--- src/md2_message_digest_unit_macros.svh ---
// ----------------------------------------------------------------------------
// md2_message_digest_unit_macros.svh
// Assertion macros shared by the MD2 digest unit.
// ----------------------------------------------------------------------------
`ifndef MD2_MESSAGE_DIGEST_UNIT_MACROS_SVH
`define MD2_MESSAGE_DIGEST_UNIT_MACROS_SVH

// Same-cycle implication, held off during reset.
`define MD2_ASSERT_NOW(label, ante, cons, msg) \
  label: assert property (@(posedge clk) disable iff (rst) (ante) |-> (cons)) \
    else $error(msg);

// Next-cycle implication, held off during reset.
`define MD2_ASSERT_NEXT(label, ante, cons, msg) \
  label: assert property (@(posedge clk) disable iff (rst) (ante) |=> (cons)) \
    else $error(msg);

`endif

--- src/md2_pkg.sv ---
`timescale 1ns / 1ps
// ----------------------------------------------------------------------------
// md2_pkg
// Constants, S-box, control word types and microcode ROM of the MD2 unit.
// ----------------------------------------------------------------------------
package md2_pkg;

  localparam int BLK_LEN  = 16;
  localparam int RING_LEN = 48;
  localparam int ROUNDS   = 18;
  localparam int CNT_W    = $clog2(RING_LEN);
  localparam int RND_W    = $clog2(ROUNDS);
  localparam int FILL_W   = $clog2(BLK_LEN);
  localparam int PAD_W    = FILL_W + 1;
  localparam int PC_W     = 3;

  localparam logic [7:0] SBOX [256] = '{
    8'd41,  8'd46,  8'd67,  8'd201, 8'd162, 8'd216, 8'd124, 8'd1,
    8'd61,  8'd54,  8'd84,  8'd161, 8'd236, 8'd240, 8'd6,   8'd19,
    8'd98,  8'd167, 8'd5,   8'd243, 8'd192, 8'd199, 8'd115, 8'd140,
    8'd152, 8'd147, 8'd43,  8'd217, 8'd188, 8'd76,  8'd130, 8'd202,
    8'd30,  8'd155, 8'd87,  8'd60,  8'd253, 8'd212, 8'd224, 8'd22,
    8'd103, 8'd66,  8'd111, 8'd24,  8'd138, 8'd23,  8'd229, 8'd18,
    8'd190, 8'd78,  8'd196, 8'd214, 8'd218, 8'd158, 8'd222, 8'd73,
    8'd160, 8'd251, 8'd245, 8'd142, 8'd187, 8'd47,  8'd238, 8'd122,
    8'd169, 8'd104, 8'd121, 8'd145, 8'd21,  8'd178, 8'd7,   8'd63,
    8'd148, 8'd194, 8'd16,  8'd137, 8'd11,  8'd34,  8'd95,  8'd33,
    8'd128, 8'd127, 8'd93,  8'd154, 8'd90,  8'd144, 8'd50,  8'd39,
    8'd53,  8'd62,  8'd204, 8'd231, 8'd191, 8'd247, 8'd151, 8'd3,
    8'd255, 8'd25,  8'd48,  8'd179, 8'd72,  8'd165, 8'd181, 8'd209,
    8'd215, 8'd94,  8'd146, 8'd42,  8'd172, 8'd86,  8'd170, 8'd198,
    8'd79,  8'd184, 8'd56,  8'd210, 8'd150, 8'd164, 8'd125, 8'd182,
    8'd118, 8'd252, 8'd107, 8'd226, 8'd156, 8'd116, 8'd4,   8'd241,
    8'd69,  8'd157, 8'd112, 8'd89,  8'd100, 8'd113, 8'd135, 8'd32,
    8'd134, 8'd91,  8'd207, 8'd101, 8'd230, 8'd45,  8'd168, 8'd2,
    8'd27,  8'd96,  8'd37,  8'd173, 8'd174, 8'd176, 8'd185, 8'd246,
    8'd28,  8'd70,  8'd97,  8'd105, 8'd52,  8'd64,  8'd126, 8'd15,
    8'd85,  8'd71,  8'd163, 8'd35,  8'd221, 8'd81,  8'd175, 8'd58,
    8'd195, 8'd92,  8'd249, 8'd206, 8'd186, 8'd197, 8'd234, 8'd38,
    8'd44,  8'd83,  8'd13,  8'd110, 8'd133, 8'd40,  8'd132, 8'd9,
    8'd211, 8'd223, 8'd205, 8'd244, 8'd65,  8'd129, 8'd77,  8'd82,
    8'd106, 8'd220, 8'd55,  8'd200, 8'd108, 8'd193, 8'd171, 8'd250,
    8'd36,  8'd225, 8'd123, 8'd8,   8'd12,  8'd189, 8'd177, 8'd74,
    8'd120, 8'd136, 8'd149, 8'd139, 8'd227, 8'd99,  8'd232, 8'd109,
    8'd233, 8'd203, 8'd213, 8'd254, 8'd59,  8'd0,   8'd29,  8'd57,
    8'd242, 8'd239, 8'd183, 8'd14,  8'd102, 8'd88,  8'd208, 8'd228,
    8'd166, 8'd119, 8'd114, 8'd248, 8'd235, 8'd117, 8'd75,  8'd10,
    8'd49,  8'd68,  8'd80,  8'd180, 8'd143, 8'd237, 8'd31,  8'd26,
    8'd219, 8'd153, 8'd141, 8'd51,  8'd159, 8'd17,  8'd131, 8'd20
  };

  // Microcode step kinds.
  typedef enum logic [2:0] {
    K_WAIT,
    K_SETUP,
    K_MIX,
    K_BRANCH,
    K_PAD,
    K_EMIT
  } kind_t;

  // Microcode addresses.
  localparam logic [PC_W-1:0] PC_IDLE   = 3'd0;
  localparam logic [PC_W-1:0] PC_SETUP  = 3'd1;
  localparam logic [PC_W-1:0] PC_MIX    = 3'd2;
  localparam logic [PC_W-1:0] PC_BRANCH = 3'd3;
  localparam logic [PC_W-1:0] PC_PAD    = 3'd4;
  localparam logic [PC_W-1:0] PC_EMIT   = 3'd5;

  typedef struct packed {
    kind_t           kind;
    logic [PC_W-1:0] next;
  } uword_t;

  // Control bundle from sequencer to datapath.
  typedef struct packed {
    logic             take_byte;
    logic             latch_pad;
    logic             pad_shift;
    logic             setup;
    logic             ring_rot;
    logic             first;
    logic             cks_upd;
    logic             src_cks;
    logic             mix;
    logic             round_end;
    logic             emit;
    logic             last;
    logic             clear;
    logic [RND_W-1:0] rnd;
  } ctl_t;

  function automatic uword_t ucode(input logic [PC_W-1:0] pc);
    uword_t w;
    unique case (pc)
      PC_IDLE:   w = '{kind: K_WAIT,   next: PC_SETUP};
      PC_SETUP:  w = '{kind: K_SETUP,  next: PC_MIX};
      PC_MIX:    w = '{kind: K_MIX,    next: PC_BRANCH};
      PC_BRANCH: w = '{kind: K_BRANCH, next: PC_IDLE};
      PC_PAD:    w = '{kind: K_PAD,    next: PC_SETUP};
      PC_EMIT:   w = '{kind: K_EMIT,   next: PC_IDLE};
      default:   w = '{kind: K_WAIT,   next: PC_IDLE};
    endcase
    return w;
  endfunction

endpackage

--- src/md2_in_if.sv ---
`timescale 1ns / 1ps
// ----------------------------------------------------------------------------
// md2_in_if
// Message byte channel: valid/ready with byte, byte flag and end marker.
// ----------------------------------------------------------------------------
interface md2_in_if;
  logic       valid;
  logic       ready;
  logic [7:0] msg_byte;
  logic       has_byte;
  logic       end_of_message;

  modport source (output valid, msg_byte, has_byte, end_of_message, input ready);
  modport sink   (input valid, msg_byte, has_byte, end_of_message, output ready);
endinterface

--- src/md2_out_if.sv ---
`timescale 1ns / 1ps
// ----------------------------------------------------------------------------
// md2_out_if
// Digest byte channel: valid/ready with digest byte and last marker.
// ----------------------------------------------------------------------------
interface md2_out_if;
  logic       valid;
  logic       ready;
  logic [7:0] digest_byte;
  logic       digest_last;

  modport source (output valid, digest_byte, digest_last, input ready);
  modport sink   (input valid, digest_byte, digest_last, output ready);
endinterface

--- src/md2_seq.sv ---
`timescale 1ns / 1ps
// ----------------------------------------------------------------------------
// md2_seq
// Microcode sequencer: step counter, loop counters and conditional jumps.
// ----------------------------------------------------------------------------
module md2_seq (
  input  logic           clk,
  input  logic           rst,
  input  logic           in_valid,
  input  logic           in_has,
  input  logic           in_eom,
  input  logic           out_free,
  input  logic           fill_last,
  output logic           in_ready,
  output md2_pkg::ctl_t  ctl
);

  typedef enum logic [1:0] {
    BLK_MSG,
    BLK_FINAL,
    BLK_CKS
  } blk_t;

  localparam logic [md2_pkg::CNT_W-1:0] RING_END = md2_pkg::CNT_W'(md2_pkg::RING_LEN - 1);
  localparam logic [md2_pkg::CNT_W-1:0] BLK_END  = md2_pkg::CNT_W'(md2_pkg::BLK_LEN - 1);
  localparam logic [md2_pkg::CNT_W-1:0] BLK_CNT  = md2_pkg::CNT_W'(md2_pkg::BLK_LEN);
  localparam logic [md2_pkg::RND_W-1:0] RND_END  = md2_pkg::RND_W'(md2_pkg::ROUNDS - 1);

  logic [md2_pkg::PC_W-1:0]  pc, pc_next;
  logic [md2_pkg::CNT_W-1:0] cnt, cnt_next;
  logic [md2_pkg::RND_W-1:0] rnd, rnd_next;
  blk_t                      blk, blk_next;
  logic                      eom_pend, eom_pend_next;
  md2_pkg::uword_t           uw;

  always_comb begin
    uw            = md2_pkg::ucode(pc);
    ctl           = '0;
    ctl.rnd       = rnd;
    in_ready      = 1'b0;
    pc_next       = pc;
    cnt_next      = cnt;
    rnd_next      = rnd;
    blk_next      = blk;
    eom_pend_next = eom_pend;
    unique case (uw.kind)
      md2_pkg::K_WAIT: begin
        in_ready = 1'b1;
        if (in_valid) begin
          ctl.take_byte = in_has;
          if (in_has && fill_last) begin
            pc_next       = uw.next;
            blk_next      = BLK_MSG;
            eom_pend_next = in_eom;
          end else if (in_eom) begin
            pc_next       = md2_pkg::PC_PAD;
            ctl.latch_pad = 1'b1;
          end
        end
      end
      md2_pkg::K_SETUP: begin
        ctl.setup    = 1'b1;
        ctl.ring_rot = (cnt < BLK_CNT);
        ctl.first    = (cnt == '0);
        ctl.cks_upd  = (blk != BLK_CKS);
        ctl.src_cks  = (blk == BLK_CKS);
        if (cnt == RING_END) begin
          cnt_next = '0;
          pc_next  = uw.next;
        end else begin
          cnt_next = cnt + 1'b1;
        end
      end
      md2_pkg::K_MIX: begin
        ctl.mix       = 1'b1;
        ctl.round_end = (cnt == RING_END);
        if (cnt == RING_END) begin
          cnt_next = '0;
          if (rnd == RND_END) begin
            rnd_next = '0;
            pc_next  = uw.next;
          end else begin
            rnd_next = rnd + 1'b1;
          end
        end else begin
          cnt_next = cnt + 1'b1;
        end
      end
      md2_pkg::K_BRANCH: begin
        case (blk)
          BLK_FINAL: begin
            blk_next = BLK_CKS;
            pc_next  = md2_pkg::PC_SETUP;
          end
          BLK_CKS: pc_next = md2_pkg::PC_EMIT;
          default: begin
            if (eom_pend) begin
              pc_next       = md2_pkg::PC_PAD;
              ctl.latch_pad = 1'b1;
            end else begin
              pc_next = uw.next;
            end
          end
        endcase
      end
      md2_pkg::K_PAD: begin
        ctl.pad_shift = 1'b1;
        if (fill_last) begin
          blk_next = BLK_FINAL;
          pc_next  = uw.next;
        end
      end
      md2_pkg::K_EMIT: begin
        if (out_free) begin
          ctl.emit = 1'b1;
          ctl.last = (cnt == BLK_END);
          if (cnt == BLK_END) begin
            ctl.clear     = 1'b1;
            cnt_next      = '0;
            pc_next       = uw.next;
            blk_next      = BLK_MSG;
            eom_pend_next = 1'b0;
          end else begin
            cnt_next = cnt + 1'b1;
          end
        end
      end
      default: pc_next = md2_pkg::PC_IDLE;
    endcase
  end

  always_ff @(posedge clk) begin
    if (rst) begin
      pc       <= md2_pkg::PC_IDLE;
      cnt      <= '0;
      rnd      <= '0;
      blk      <= BLK_MSG;
      eom_pend <= 1'b0;
    end else begin
      pc       <= pc_next;
      cnt      <= cnt_next;
      rnd      <= rnd_next;
      blk      <= blk_next;
      eom_pend <= eom_pend_next;
    end
  end

endmodule

--- src/md2_datapath.sv ---
`timescale 1ns / 1ps
// ----------------------------------------------------------------------------
// md2_datapath
// Mixing ring, block and checksum rings, S-box lookups and digest register.
// ----------------------------------------------------------------------------
module md2_datapath (
  input  logic          clk,
  input  logic          rst,
  input  md2_pkg::ctl_t ctl,
  input  logic [7:0]    msg_byte,
  output logic          fill_last,
  output logic [7:0]    out_byte,
  output logic          out_last
);

  localparam int RL = md2_pkg::RING_LEN;
  localparam int BL = md2_pkg::BLK_LEN;

  logic [7:0]                mix_ring [RL];
  logic [7:0]                blk_ring [BL];
  logic [7:0]                cks_ring [BL];
  logic [7:0]                t_reg;
  logic [7:0]                l_reg;
  logic [md2_pkg::FILL_W-1:0] fill, fill_next;
  logic [md2_pkg::PAD_W-1:0]  pad;

  logic [7:0] blk_head;
  logic [7:0] mix_new;
  logic [7:0] l_eff;
  logic [7:0] cks_new;

  assign blk_head  = ctl.src_cks ? cks_ring[0] : blk_ring[0];
  assign mix_new   = mix_ring[0] ^ md2_pkg::SBOX[t_reg];
  assign l_eff     = ctl.first ? cks_ring[BL-1] : l_reg;
  assign cks_new   = cks_ring[0] ^ md2_pkg::SBOX[blk_ring[0] ^ l_eff];
  assign fill_last = (fill == md2_pkg::FILL_W'(BL - 1));
  assign fill_next = (ctl.take_byte || ctl.pad_shift) ? fill + 1'b1 : fill;

  // Mixing state: a 48-byte ring that rotates one byte per step.
  always_ff @(posedge clk) begin
    if (rst || ctl.clear) begin
      for (int k = 0; k < RL; k++) mix_ring[k] <= '0;
    end else if (ctl.setup || ctl.mix || ctl.emit) begin
      for (int k = 0; k < RL - 1; k++) mix_ring[k] <= mix_ring[k+1];
      mix_ring[RL-1] <= ctl.mix ? mix_new : mix_ring[0];
      if (ctl.setup && ctl.ring_rot) begin
        mix_ring[BL-1]   <= blk_head;
        mix_ring[2*BL-1] <= blk_head ^ mix_ring[0];
      end
    end
  end

  // Running checksum ring.
  always_ff @(posedge clk) begin
    if (rst || ctl.clear) begin
      for (int k = 0; k < BL; k++) cks_ring[k] <= '0;
    end else if (ctl.setup && ctl.ring_rot) begin
      for (int k = 0; k < BL - 1; k++) cks_ring[k] <= cks_ring[k+1];
      cks_ring[BL-1] <= ctl.cks_upd ? cks_new : cks_ring[0];
    end
  end

  // Block buffer: bytes enter at the tail, rotate during setup.
  always_ff @(posedge clk) begin
    if (ctl.take_byte || ctl.pad_shift) begin
      for (int k = 0; k < BL - 1; k++) blk_ring[k] <= blk_ring[k+1];
      blk_ring[BL-1] <= ctl.take_byte ? msg_byte : 8'(pad);
    end else if (ctl.setup && ctl.ring_rot) begin
      for (int k = 0; k < BL - 1; k++) blk_ring[k] <= blk_ring[k+1];
      blk_ring[BL-1] <= blk_ring[0];
    end
  end

  always_ff @(posedge clk) begin
    if (rst || ctl.clear) begin
      fill <= '0;
    end else begin
      fill <= fill_next;
    end
  end

  always_ff @(posedge clk) begin
    if (ctl.latch_pad) begin
      pad <= md2_pkg::PAD_W'(BL) - {1'b0, fill_next};
    end
    if (ctl.setup) begin
      t_reg <= '0;
    end else if (ctl.mix) begin
      t_reg <= ctl.round_end ? mix_new + {3'b0, ctl.rnd} : mix_new;
    end
    if (ctl.setup && ctl.ring_rot) begin
      l_reg <= cks_new;
    end
    if (ctl.emit) begin
      out_byte <= mix_ring[0];
      out_last <= ctl.last;
    end
  end

endmodule

--- src/md2_message_digest_unit.sv ---
`timescale 1ns / 1ps
// The 16th byte of a block starts a block pass (setup steps over the ring,
//   18 rounds of mixing steps, then a branch step); input is held off meanwhile.
// End of message: pad bytes of value (16 - fill) complete the block, then two
//   block passes (padded block and checksum block), then 16 digest transfers,
//   one per cycle when drained. The mixing ring steps one byte per cycle through
//   its single S-box lookup. Synchronous active-high reset.
// ----------------------------------------------------------------------------
// md2_message_digest_unit
// MD2 hash unit: byte stream in, 16 digest bytes out per message.
// ----------------------------------------------------------------------------
`include "md2_message_digest_unit_macros.svh"

module md2_message_digest_unit (
  input  logic      clk,
  input  logic      rst,
  md2_in_if.sink    msg,
  md2_out_if.source digest
);

  md2_pkg::ctl_t ctl;
  logic          fill_last;
  logic          out_valid;
  logic          out_free;
  logic [7:0]    out_byte;
  logic          out_last;

  // The digest register frees up when empty or when its byte transfers this
  // cycle, so emission runs at one byte per cycle under a ready sink.
  assign out_free = !out_valid || digest.ready;

  // Sequencer: walks the microcode ROM, owns the input handshake and all
  // loop counters (ring step, round, digest byte); the block fill count is in the datapath.
  md2_seq u_seq (
    .clk       (clk),
    .rst       (rst),
    .in_valid  (msg.valid),
    .in_has    (msg.has_byte),
    .in_eom    (msg.end_of_message),
    .out_free  (out_free),
    .fill_last (fill_last),
    .in_ready  (msg.ready),
    .ctl       (ctl)
  );

  // Datapath: rotating rings for mixing state, block buffer and checksum.
  md2_datapath u_dp (
    .clk       (clk),
    .rst       (rst),
    .ctl       (ctl),
    .msg_byte  (msg.msg_byte),
    .fill_last (fill_last),
    .out_byte  (out_byte),
    .out_last  (out_last)
  );

  // Output valid: set on a load, drop once the byte transfers.
  always_ff @(posedge clk) begin
    if (rst) begin
      out_valid <= 1'b0;
    end else if (ctl.emit) begin
      out_valid <= 1'b1;
    end else if (digest.ready) begin
      out_valid <= 1'b0;
    end
  end

  assign digest.valid       = out_valid;
  assign digest.digest_byte = out_byte;
  assign digest.digest_last = out_last;

  // A digest byte never lands on top of one still waiting.
  `MD2_ASSERT_NOW(a_emit_free, ctl.emit, out_free, "digest register overwritten")
  // After the last digest byte the unit takes the next message at once.
  `MD2_ASSERT_NEXT(a_clear_idle, ctl.clear, msg.ready, "not idle after digest")
  // A mixing pass always follows a setup pass.
  `MD2_ASSERT_NOW(a_mix_after_setup, $rose(ctl.mix), $past(ctl.setup),
    "mixing started without setup")

endmodule

--- src/flat_wrapper.sv ---
// flat-port wrapper written by rule: the top's interface ports become plain ports
module md2_message_digest_unit_flat 
  (clk, rst, msg_valid, msg_msg_byte, msg_has_byte, msg_end_of_message, msg_ready, digest_valid, digest_digest_byte, digest_digest_last, digest_ready);
  md2_in_if msg_i ();
  md2_out_if digest_i ();
  input  logic clk;
  input  logic rst;
  input wire logic [$bits(msg_i.valid)-1:0] msg_valid;
  input wire logic [$bits(msg_i.msg_byte)-1:0] msg_msg_byte;
  input wire logic [$bits(msg_i.has_byte)-1:0] msg_has_byte;
  input wire logic [$bits(msg_i.end_of_message)-1:0] msg_end_of_message;
  output wire logic [$bits(msg_i.ready)-1:0] msg_ready;
  output wire logic [$bits(digest_i.valid)-1:0] digest_valid;
  output wire logic [$bits(digest_i.digest_byte)-1:0] digest_digest_byte;
  output wire logic [$bits(digest_i.digest_last)-1:0] digest_digest_last;
  input wire logic [$bits(digest_i.ready)-1:0] digest_ready;
  assign msg_i.valid = msg_valid;
  assign msg_i.msg_byte = msg_msg_byte;
  assign msg_i.has_byte = msg_has_byte;
  assign msg_i.end_of_message = msg_end_of_message;
  assign msg_ready = msg_i.ready;
  assign digest_valid = digest_i.valid;
  assign digest_digest_byte = digest_i.digest_byte;
  assign digest_digest_last = digest_i.digest_last;
  assign digest_i.ready = digest_ready;
  md2_message_digest_unit u_core (.clk(clk), .rst(rst), .msg(msg_i), .digest(digest_i));
endmodule
--- config.mk ---
export PLATFORM = sky130hd
export DESIGN_NAME = md2_message_digest_unit_flat
export DESIGN_NICKNAME = d
export VERILOG_FILES = /design/src/md2_pkg.sv /design/src/md2_in_if.sv /design/src/md2_out_if.sv /design/src/md2_seq.sv /design/src/md2_datapath.sv /design/src/md2_message_digest_unit.sv /design/src/flat_wrapper.sv
export VERILOG_INCLUDE_DIRS = /design/src /design/src/src
export SDC_FILE = /design/constraint.sdc
export NUM_CORES = 1
export LEC_CHECK = 0
export ABC_CLOCK_PERIOD_IN_PS = 9800
export BUFFER_PORTS_ARGS = -buffer_cell sky130_fd_sc_hd__clkbuf_2
export CORE_MARGIN = 2
export CORE_UTILIZATION = 50
export DETAILED_ROUTE_END_ITERATION = 6
export PLACE_DENSITY = 0.68
export SLEW_MARGIN = 0
export SYNTH_ARGS = -nofsm -noshare
export SYNTH_HDL_FRONTEND = slang
export SYNTH_SLANG_ARGS = --single-unit
--- constraint.sdc ---
create_clock -name clk -period 9.8 [get_ports clk]
set_input_delay 0.98 -clock clk [delete_from_list [all_inputs] [get_ports clk]]
set_output_delay 0.98 -clock clk [all_outputs]
set_load 0.01 [all_outputs]
# [Word-level counts from Yosys, hierarchy flattened]
# Memory sizes are Yosys's and may differ from the RTL's.
# Index checks and enable logic that the tools add are counted.
[op_classes] addsub=5 n_lt_le_gt_ge=3 n_eq_ne=27 muxes=154 bitwise=88 n_reduce_logical=23
[ops] cell="8-bit two-way mux" count=92
[ops] cell="1-bit OR" count=82
[ops] cell="3-bit two-way mux" count=12
[ops] cell="6-bit case mux with 6 select lines" count=1
[ops] cell="8-bit bitwise XOR" count=4
[ops] cell="1-bit two-way mux" count=29
[ops] cell="9-bit >= comparator (second input constant)" count=2
[ops] cell="6-bit two-way mux" count=3
[ops] cell="8-bit inverter with 9-bit output" count=2
[ops] cell="3-bit case mux with 6 select lines" count=1
[ops] cell="2-bit two-way mux" count=8
[ops] cell="2-bit inequality test (second input constant)" count=8
[ops] cell="3-bit by 2-bit equality test with 1-bit output (second input constant)" count=4
[ops] cell="3-bit equality test (second input constant)" count=4
[ops] cell="6-bit case mux with 2 select lines" count=1
[ops] cell="5-bit two-way mux" count=2
[ops] cell="8-bit by 5-bit adder with 8-bit output" count=1
[ops] cell="2-bit case mux with 4 select lines" count=1
[ops] cell="8-bit AND reduction" count=1
[ops] cell="7-bit AND reduction" count=1
[ops] cell="6-bit by 1-bit adder with 6-bit output (second input constant)" count=1
[ops] cell="3-bit by 1-bit equality test with 1-bit output (second input constant)" count=2
[ops] cell="6-bit by 4-bit equality test with 1-bit output (second input constant)" count=1
[ops] cell="6-bit equality test (second input constant)" count=1
[ops] cell="other kinds (23)" count=36
[totals] register_bits=52 ramBits=640 romBits=4096 inputBits=14 output_inout_bits=11 word_cells=317 mem_count=5
[mem_list] name="(no name shown)" depth=256 width=8 rd=1 rd_ports_with_merged_regs=0 write_ports=0 line="md2_datapath.sv:35" source="assign cks_new = cks_ring[0] ^ md2_pkg::SBOX[blk_ring[0] ^ l_eff];"
[mem_list] name="(no name shown)" depth=256 width=8 rd=1 rd_ports_with_merged_regs=0 write_ports=0 line="md2_datapath.sv:33" source="assign mix_new = mix_ring[0] ^ md2_pkg::SBOX[t_reg];"
[mem_list] name="u_core.u_dp.mix_ring" depth=48 width=8 rd=48 rd_ports_with_merged_regs=0 write_ports=48 line="md2_datapath.sv:19" source="logic [7:0] mix_ring [RL];"
[mem_list] name="u_core.u_dp.blk_ring" depth=16 width=8 rd=16 rd_ports_with_merged_regs=0 write_ports=16 line="md2_datapath.sv:20" source="logic [7:0] blk_ring [BL];"
[mem_list] name="u_core.u_dp.cks_ring" depth=16 width=8 rd=16 rd_ports_with_merged_regs=0 write_ports=16 line="md2_datapath.sv:21" source="logic [7:0] cks_ring [BL];"

# [Logic depth before layout (Yosys ltp)]
# Gate-level depths: netlist of run 1.
[logic_depth] word_depth=13 mapped_depth=22 ltp_nobuf=18

# [Modules after synthesis]
# From an unflattened synthesis of run 1, not the netlist that was laid out.
[unflattened] cells_unflattened=2721 hier_area_um2=33104.2
[modules_own_cells] mod="md2_datapath" n_inst=1 cells_per_inst=2577 area_per_inst_um2=31864.3 seq_area_each_um2=20119.3
[modules_own_cells] mod="md2_seq" n_inst=1 cells_per_inst=140 area_per_inst_um2=1193.6 seq_area_each_um2=340.3
[modules_own_cells] mod="md2_message_digest_unit" n_inst=1 cells_per_inst=4 area_per_inst_um2=46.3 seq_area_each_um2=20.0

# [Worst setup path after synthesis of run 1]
# OpenSTA, ideal clock, no wires.
[synth_timing] path_type="input port to flip-flop" start="in digest_ready" end="mem u_core.u_dp.mix_ring[0][0] (enable)" setup_ns=0.579 t_arrival_ns=6.817 t_required_ns=9.221 path_slack_ns=2.404 stages=6 path_buffers=2 path_cell_list="nand2b_1 nor2b_1 nand2b_1 clkbuf_1 clkbuf_1 or2_2"
[synth_rtl] element="from (decl)" line="flat_wrapper.sv:16" source="input wire logic [$bits(digest_i.ready)-1:0] digest_ready;"
[synth_rtl] element="to (decl)" line="md2_datapath.sv:19"

# [Worst setup path in the final report of run 1]
[layout_timing] start="reg u_core.u_dp.t_reg[0]" end="reg u_core.u_dp.t_reg[6]"
[layout_via] elab_chain_len=7
[layout_rtl] element="from (decl)" line="md2_datapath.sv:22" source="logic [7:0] t_reg;"
[layout_rtl] element="from (signal assigned)" line="md2_datapath.sv:89" source="t_reg <= ctl.round_end ? mix_new + {3'b0, ctl.rnd} : mix_new;"
[layout_rtl] element="8-bit inverter with 9-bit output (implied by the code) (*)" line="md2_datapath.sv:33"
[layout_rtl] element="memory read 256 x 8 bit (*)"
[layout_rtl] element="8-bit two-way mux (implied by the code) (*) (2 in series)" line="md2_datapath.sv:33"
[layout_rtl] element="8-bit bitwise XOR (*)" line="md2_datapath.sv:33"
[layout_rtl] element="8-bit by 5-bit adder with 8-bit output" line="md2_datapath.sv:89"
[layout_rtl] element="8-bit two-way mux (*)" line="md2_datapath.sv:89"
# Every way passes the cells marked *; elsewhere a longest branch is shown, timed or not. The select of a mux whose other input is x is not followed.
# A chain may end at the register's enable or synchronous reset.

==> Flow_metrics.wiki, run 1 <==
{| class="wikitable"
! Metric !! Value
|-
| Largest registers ranked by flip-flop count || u_core.u_dp.mix_ring (384), u_core.u_dp.blk_ring (128), u_core.u_dp.cks_ring (128)
|-
| Vias || 22500
|-
| Capturing point of the worst reg2reg path || u_core.u_dp.t_reg[6]$_SDFFE_PN0N_
|-
| Clk slew on worst S/H paths || 0.07 ns
|-
| Kind of critical path || reg2reg
|-
| Number of synthesized register bits || 692
|-
| Startpoint of the worst-slack reg-to-reg timing path || u_core.u_dp.t_reg[0]$_SDFFE_PN0N_
|-
| Cts repair resizes || 0
|-
| Number of clock sinks seen by CTS || 692
|-
| Number of cells on the worst hold path || 0
|-
| CTS tree || done
|-
| Most area-hungry cell type in the Yosys netlist || edfxtp_1
|-
| Final worst hold slack || 0.413 ns
|-
| Slowest CP cell || ha_1
|-
| Number of synthesized flops with an enable pin || 662
|-
| Share of final-layout standard cells stronger than drive strength 1 || 9.03%
|-
| Initial antenna violation count || 0
|-
| Endpoint type of the worst setup path || flip-flop
|-
| Launch point of the worst hold path || u_core.u_dp.blk_ring[0][99]$_DFFE_PP_
|-
| Post-placement setup slack || 3.89 ns
|-
| Worst min-delay path category || reg2reg
|-
| Element type at the critical path start || flip-flop
|-
| Number of distinct library cells after synthesis || 93
|-
| Total negative slack for setup checks || 0 ns
|-
| Max reg flops || 384
|-
| Final-report max-slew violation count || 0
|-
| Slew headroom || 13.4%
|-
| N_diodes || 0
|-
| Placed Area || 33800 sq um
|-
| Final worst path period share || 58.9%
|-
| Synthesized cell area || 33300 sq um
|-
| Maximum VDD drop || 0.389 mV
|-
| Setup Viol. Count Final || 0
|-
| Starting density of the core || 50.5%
|-
| Sink of the worst hold path || u_core.u_dp.blk_ring[0][91]$_DFFE_PP_
|-
| Max-Cap Viols || 0
|-
| Non-Filler Cell Area, Final || 36000 sq um
|-
| Cell at the root of the clock tree || clkbuf_16
|-
| Layout fillers || 5485
|-
| Leakage dissipation || 13.9 nW
|-
| Wire length of the first global-routing pass || 135000 microns
|-
| Average vias per placed instance || 6.30
|-
| Synth warn || 0
|-
| Horizontal die dimension || 262 microns
|-
| Drt drc || 0
|-
| Buffers inserted during post-CTS setup optimization || 0
|-
| Port bufs || 24
|-
| Required @ worst endpoint || 10.26 ns
|-
| Unrepaired setup endpoints after global routing || false
|-
| Cts hold-fix bufs || 0
|-
| Final ANT Viol Nets || 0
|-
| Result of the run || finished, final reports clean
|-
| Die Footprint || 68600 sq um
|-
| Non-Filler Instances || 3576
|-
| Biggest register || u_core.u_dp.mix_ring
|-
| Insertion delay to the later sink of the worst-skew pair || 0.60 ns
|-
| Count of final hold-check violations || 0
|-
| Post-layout net count || 2712
|-
| DP HPWL || 55100 microns
|-
| Router iterations before antenna repair || 5
|-
| Dominant cells by area after synthesis || edfxtp_1 60%, and3_1 6.5%, and2_1 2.9%
|-
| Crit path setup slack, layout || 4.03 ns
|-
| Post-synthesis to final-layout area growth || 8.05%
|-
| Share of the synthesized area in the top cell type || 59.7%
|-
| CP max FO || 35
|-
| Portion of the post-synthesis area used by sequential elements || 61.5%
|-
| Crit-path cells || buf_4 > inv_1 > ha_1 > nor2_1 > nor2_1 > o21ai_0 > a311o_1 > o31a_1 > mux4_2 > xnor2_1 > ha_1 > fa_1 > a21o_1 > a21oi_1 > nor2b_1 > o21a_1 > and2_1 > mux2i_1 > a21oi_1
|-
| Syn_nets || 2826
|-
| Most numerous cell in the Yosys netlist || edfxtp_1
|-
| Final GP Congestion || 0.942
|-
| Final period demand of the worst path || 5.77 ns
|-
| WL/cell || 25.2 microns
|-
| Post-synth ARST share || 0%
|-
| Most common flop cell mapped by yosys || edfxtp_1
|-
| Standard-cell rows || 94
|-
| Overflow after GRT || 0
|-
| Maximum clock frequency || 0.173 GHz
|-
| Synthesized netlist cell count || 2774
|-
| Delay-heaviest family, CP || adder cells
|-
| Commonest cells in the netlist || 662 x edfxtp_1, 347 x and3_1, 209 x clkbuf_1
|-
| Boundary Pins || 25
|-
| Vias in the first global route || 21200
|-
| Reg2Reg Depth || 19
|-
| Maximum clock skew at final layout || 0.0220 ns
|-
| Power per unit of standard cell area || 362 nW/um^2
|-
| Total placed cells including tap cells || 3452
|-
| Final core utilization || 54.6%
|-
| Worst endpoint data arrival time || 6.24 ns
|-
| Number of buffers created by CTS || 70
|-
| Synthesized area per cell || 12.0 sq um
|-
| Detailed Route WL || 90200 microns
|-
| H-Tree Level Count || 3
|-
| Crit path buf inv count || 2
|-
| Total Routing Usage GR || 25.9%
|-
| Worst slew pin tran || 1.29 ns
|-
| Initial drt markers || 2849
|-
| Total power || 13.0 mW
|-
| Die boundary height || 262 microns
|-
| Largest net degree at the start of global routing || 140
|-
| Internal reg-to-reg setup slack || 4.03 ns
|-
| Largest stage delay, worst path || 0.81 ns
|-
| Clock buffer depth || 3
|-
| Core region area || 65900 sq um
|}
-- how the worst max path moves through the flow --
stage                                                 start                                   endpoint  slack (ns)  depth (start not counted)
final                     u_core.u_dp.t_reg[0]$_SDFFE_PN0N_          u_core.u_dp.t_reg[6]$_SDFFE_PN0N_        4.03                         19
after global routing      u_core.u_dp.t_reg[0]$_SDFFE_PN0N_          u_core.u_dp.t_reg[7]$_SDFFE_PN0N_        3.62                         18
after CTS                 u_core.u_dp.t_reg[0]$_SDFFE_PN0N_          u_core.u_dp.t_reg[7]$_SDFFE_PN0N_        4.16                         18
after detailed placement                       digest_ready  u_core.u_dp.mix_ring[0][35]$_SDFFCE_PN0P_        3.89                          7
after global placement                         digest_ready  u_core.u_dp.mix_ring[0][35]$_SDFFCE_PN0P_        4.07                          7
after floorplan                                digest_ready   u_core.u_dp.mix_ring[0][0]$_SDFFCE_PN0P_        2.40                          6
-- per-layer routing --
layer  vias up  GRT usage, %  wire length, microns
li1      10300             -                     -
met1     11200          38.3                 40900
met2       869          38.0                 39800
met3       200          4.06                  5880
met4         0          11.4                  3620
met5         -             0                     0
-- cell families (layout without fill, tap and decap cells) --
logic type | count (synthesis) | after routing | share of synthesized area (%)
mux | 56 | 56 | 2.42
fa+ha+maj | 39 | 39 | 1.48
xor+xnor | 51 | 51 | 1.34
compound gates | 567 | 567 | 11.7
simple gates | 1070 | 1070 | 17.8
flops | 692 | 692 | 61.5
buf+inv | 299 | 237 | 3.75
-- where the power goes --
part           switching [mW]  internal [mW]  leakage (nW)
logic                    4.09           1.69          5.83
registers               0.321           4.44          6.98
clock network            1.08           1.40          1.04
-- cells in the final DEF, fill, tap and decap left out, types with 55 or more instances in the layout --
cell / instances
buf_4: 55
and3_1: 347
edfxtp_1: 662
and2_1: 152
nand3_1: 68
nor2_1: 133
clkbuf_16: 72
o21ai_0: 120
nand2_1: 163
a21oi_1: 120
-- area by class of cell --
class                      count  area (sq um)  share of cell area (%)
sequential                   692         20500                    57.0
clock inverter                33           216                   0.602
inverter                      34           130                   0.362
tap                          864          1080                    3.01
multi-input combinational   1783         11600                    32.3
timing repair buffer          79           533                    1.48
clock buffer                  91          1900                    5.29
Power figures use the tool's default switching activity.
==> inputs of run 2 (changes only) <==
--- a/config.mk
+++ b/config.mk
@@ -6,12 +6,13 @@
 export SDC_FILE = /design/constraint.sdc
 export NUM_CORES = 1
 export LEC_CHECK = 0
-export ABC_CLOCK_PERIOD_IN_PS = 9800
+export ABC_AREA = 1
+export ABC_CLOCK_PERIOD_IN_PS = 5060
 export BUFFER_PORTS_ARGS = -buffer_cell sky130_fd_sc_hd__clkbuf_2
 export CORE_MARGIN = 2
 export CORE_UTILIZATION = 50
 export DETAILED_ROUTE_END_ITERATION = 6
-export PLACE_DENSITY = 0.68
+export PLACE_DENSITY = 0.71
 export SLEW_MARGIN = 0
 export SYNTH_ARGS = -nofsm -noshare
 export SYNTH_HDL_FRONTEND = slang
==> constraint.sdc (replaced) <==
create_clock -name clk -period 5.06 [get_ports clk]
set_input_delay 0.506 -clock clk [delete_from_list [all_inputs] [get_ports clk]]
set_output_delay 0.506 -clock clk [all_outputs]
set_load 0.01 [all_outputs]
==> run 2 against run 1 <==
Against the previous run: clock-buffer cell count unchanged; worst hold slack worse by 0.21 ns; combinational power up 100%; cell count up 21%; clock power up 110%; cell area up 0.55%; setup slack worse by 3.2 ns; clock skew up 0.018 ns; fmax up 36%; critical path depth up 8; largest cell class unchanged; highest routed layer unchanged.
==> Flow_metrics.wiki, run 2 <==
{| class="wikitable"
! Metric !! Value
|-
| Die Footprint || 67400 sq um
|-
| Total negative slack for setup checks || 0 ns
|-
| Post-synthesis to final-layout area growth || 10.8%
|-
| Share of final-layout standard cells stronger than drive strength 1 || 8.00%
|-
| Router iterations before antenna repair || 7
|-
| Initial drt markers || 2863
|-
| DP HPWL || 55100 microns
|-
| Buffers inserted during post-CTS setup optimization || 0
|-
| Dominant cells by area after synthesis || edfxtp_1 61%, inv_1 7.2%, nor2_1 6.8%
|-
| Number of distinct library cells after synthesis || 58
|-
| Final period demand of the worst path || 4.23 ns
|-
| Largest net degree at the start of global routing || 136
|-
| Vias in the first global route || 22000
|-
| Die boundary height || 260 microns
|-
| Most frequent cells in the layout || 662 x edfxtp_1, 628 x inv_1, 595 x nor2_1
|-
| Standard-cell rows || 93
|-
| Endpoint type of the worst setup path || flip-flop
|-
| Setup Viol. Count Final || 0
|-
| Most numerous cell in the Yosys netlist || edfxtp_1
|-
| Core region area || 64500 sq um
|-
| Worst min-delay path category || in2reg
|-
| Most common cell after layout, fill and taps aside || edfxtp_1
|-
| Share of the synthesized area in the top cell type || 60.9%
|-
| Cts hold-fix bufs || 0
|-
| Max-Cap Viols || 0
|-
| Biggest register || u_core.u_dp.mix_ring
|-
| H-Tree Level Count || 3
|-
| Worst slew pin tran || 1.05 ns
|-
| Most common flop cell mapped by yosys || edfxtp_1
|-
| CTS tree || done
|-
| Count of final hold-check violations || 0
|-
| Drt drc || 0
|-
| Starting density of the core || 50.6%
|-
| Leakage dissipation || 15.1 nW
|-
| Final-report max-slew violation count || 0
|-
| Maximum VDD drop || 0.379 mV
|-
| CP max FO || 8
|-
| Detailed Route WL || 83100 microns
|-
| Final GP Congestion || 1.05
|-
| Unrepaired setup endpoints after global routing || false
|-
| Overflow after GRT || 0
|-
| Portion of the post-synthesis area used by sequential elements || 62.7%
|-
| Number of clock sinks seen by CTS || 692
|-
| Post-synth ARST share || 0%
|-
| Maximum clock frequency || 0.236 GHz
|-
| Initial antenna violation count || 0
|-
| Wire length of the first global-routing pass || 127000 microns
|-
| Max reg flops || 384
|-
| Synthesized cell area || 32600 sq um
|-
| Synth warn || 0
|-
| Clock buffer depth || 3
|-
| Worst endpoint data arrival time || 4.80 ns
|-
| Total power || 27.1 mW
|-
| Final worst hold slack || 0.205 ns
|-
| Final worst path period share || 83.7%
|-
| Kind of critical path || reg2reg
|-
| Boundary Pins || 25
|-
| Clk slew on worst S/H paths || 0.08 ns
|-
| Maximum clock skew at final layout || 0.0404 ns
|-
| Final ANT Viol Nets || 0
|-
| Number of synthesized register bits || 692
|-
| Port bufs || 24
|-
| Synthesized area per cell || 9.66 sq um
|-
| Power per unit of standard cell area || 748 nW/um^2
|-
| Internal reg-to-reg setup slack || 0.83 ns
|-
| Slew headroom || 30.3%
|-
| Insertion delay to the later sink of the worst-skew pair || 0.64 ns
|-
| Result of the run || finished, final reports clean
|-
| Number of synthesized flops with an enable pin || 662
|-
| Post-layout net count || 3461
|-
| Synthesized netlist cell count || 3378
|-
| Required @ worst endpoint || 5.62 ns
|-
| Cts repair resizes || 0
|-
| Cell at the root of the clock tree || clkbuf_16
|-
| Vias || 23300
|-
| Syn_nets || 3430
|-
| Number of buffers created by CTS || 71
|-
| Commonest cells in the netlist || 662 x edfxtp_1, 629 x inv_1, 595 x nor2_1
|-
| Most area-hungry cell type in the Yosys netlist || edfxtp_1
|-
| Average vias per placed instance || 5.40
|-
| WL/cell || 19.2 microns
|-
| N_diodes || 0
|-
| Largest registers ranked by flip-flop count || u_core.u_dp.mix_ring (384), u_core.u_dp.blk_ring (128), u_core.u_dp.cks_ring (128)
|-
| Total Routing Usage GR || 24.6%
|-
| Element type at the critical path start || flip-flop
|-
| Horizontal die dimension || 260 microns
|}
## run 2: cell types whose count changed in the layout (fill, tap and decap cells not counted), moves of 27 or more
| cell | delta |
|---|---|
| inv_1 | +601 |
| nor2_1 | +462 |
| and3_1 | -345 |
| nand2_1 | +304 |
| nand3_1 | +295 |
| and2_1 | -152 |
| nand2b_1 | -42 |
| nor2b_1 | -38 |
| mux2i_1 | -31 |
| a311oi_1 | -27 |
## run 2: routing by layer
| metal | GRT usage (%) | wire (microns) | vias to the layer above | share of wire (%) |
|---|---|---|---|---|
| met4 | 11.7 | 3980 | 0 | 4.8 |
| met2 | 37.3 | 37200 | 952 | 45 |
| li1 | - | - | 11100 | - |
| met5 | 0 | 0 | - | 0 |
| met1 | 34.1 | 35700 | 11000 | 43 |
| met3 | 5.00 | 6330 | 239 | 7.6 |
## run 2: layout make-up
class,instances,area [sq um]
Inverter,642,2420
Clock buffer,91,1870
Sequential cell,692,20500
Fill cell,5608,28300
Multi-Input combinational cell,1895,8990
Tap cell,855,1070
Clock inverter,37,497
Timing Repair Buffer,107,831
## run 2: worst paths after layout
check | startpoint | endpoint | cells past startpoint
worst max-delay path | u_core.u_dp.t_reg[1]$_SDFFE_PN0N_ | u_core.u_dp.t_reg[7]$_SDFFE_PN0N_ | 27
worst min-delay path | msg_msg_byte[6] | u_core.u_dp.blk_ring[0][126]$_DFFE_PP_ | 3
worst max register to register | u_core.u_dp.t_reg[1]$_SDFFE_PN0N_ | u_core.u_dp.t_reg[7]$_SDFFE_PN0N_ | 27
worst min register to register | u_core.u_dp.blk_ring[0][105]$_DFFE_PP_ | u_core.u_dp.blk_ring[0][97]$_DFFE_PP_ | 0
## run 2: power by group
group          switching (mW)  leakage (nW)  internal [mW]
clock network            2.28          1.14           2.99
registers               0.845          7.08           9.31
logic                    8.45          6.92           3.18
## run 2: per-stage QoR
stage          utilization (%)  setup slack [ns]  std cells  instance area [sq um]
2_1_floorplan                -             0.393       3378                  32700
3_3_place_gp              52.4             0.932       4191                  33800
3_5_place_dp              52.4              1.01       4191                  33800
4_1_cts                   56.1             0.964       4319                  36200
5_1_grt                   56.1             0.400       4319                  36200
6_report                  56.1             0.827       4319                  36200
## run 2: cells by family after synthesis
kind of cell | synth area share [%]
flip-flops | 62.7
adder cells (fa/ha/maj) | 1.48
AND/OR/NAND/NOR | 19.6
buffers and inverters | 9.84
multiplexers | 0.0307
AO/OA/AOI/OAI | 5.77
XOR/XNOR | 0.510
## run 2: worst max-delay path, cell delays in order, from the launching register on
cell	delay (ns)
dfxtp_1	0.49
inv_1	0.17
ha_1	0.45
nand2_1	0.20
inv_1	0.23
nor2_1	0.08
nand2_1	0.20
o211ai_1	0.11
nand3_1	0.10
nand3_1	0.08
nand3_1	0.09
nand2_1	0.14
xor2_1	0.19
ha_1	0.36
a21oi_1	0.17
inv_1	0.05
a31oi_1	0.14
inv_1	0.07
nand2_1	0.05
inv_1	0.04
nor2_1	0.09
nor2_1	0.04
o21ai_0	0.15
inv_1	0.08
nand3_1	0.12
nand3b_1	0.12
nand2_1	0.05
nor2_1	0.08
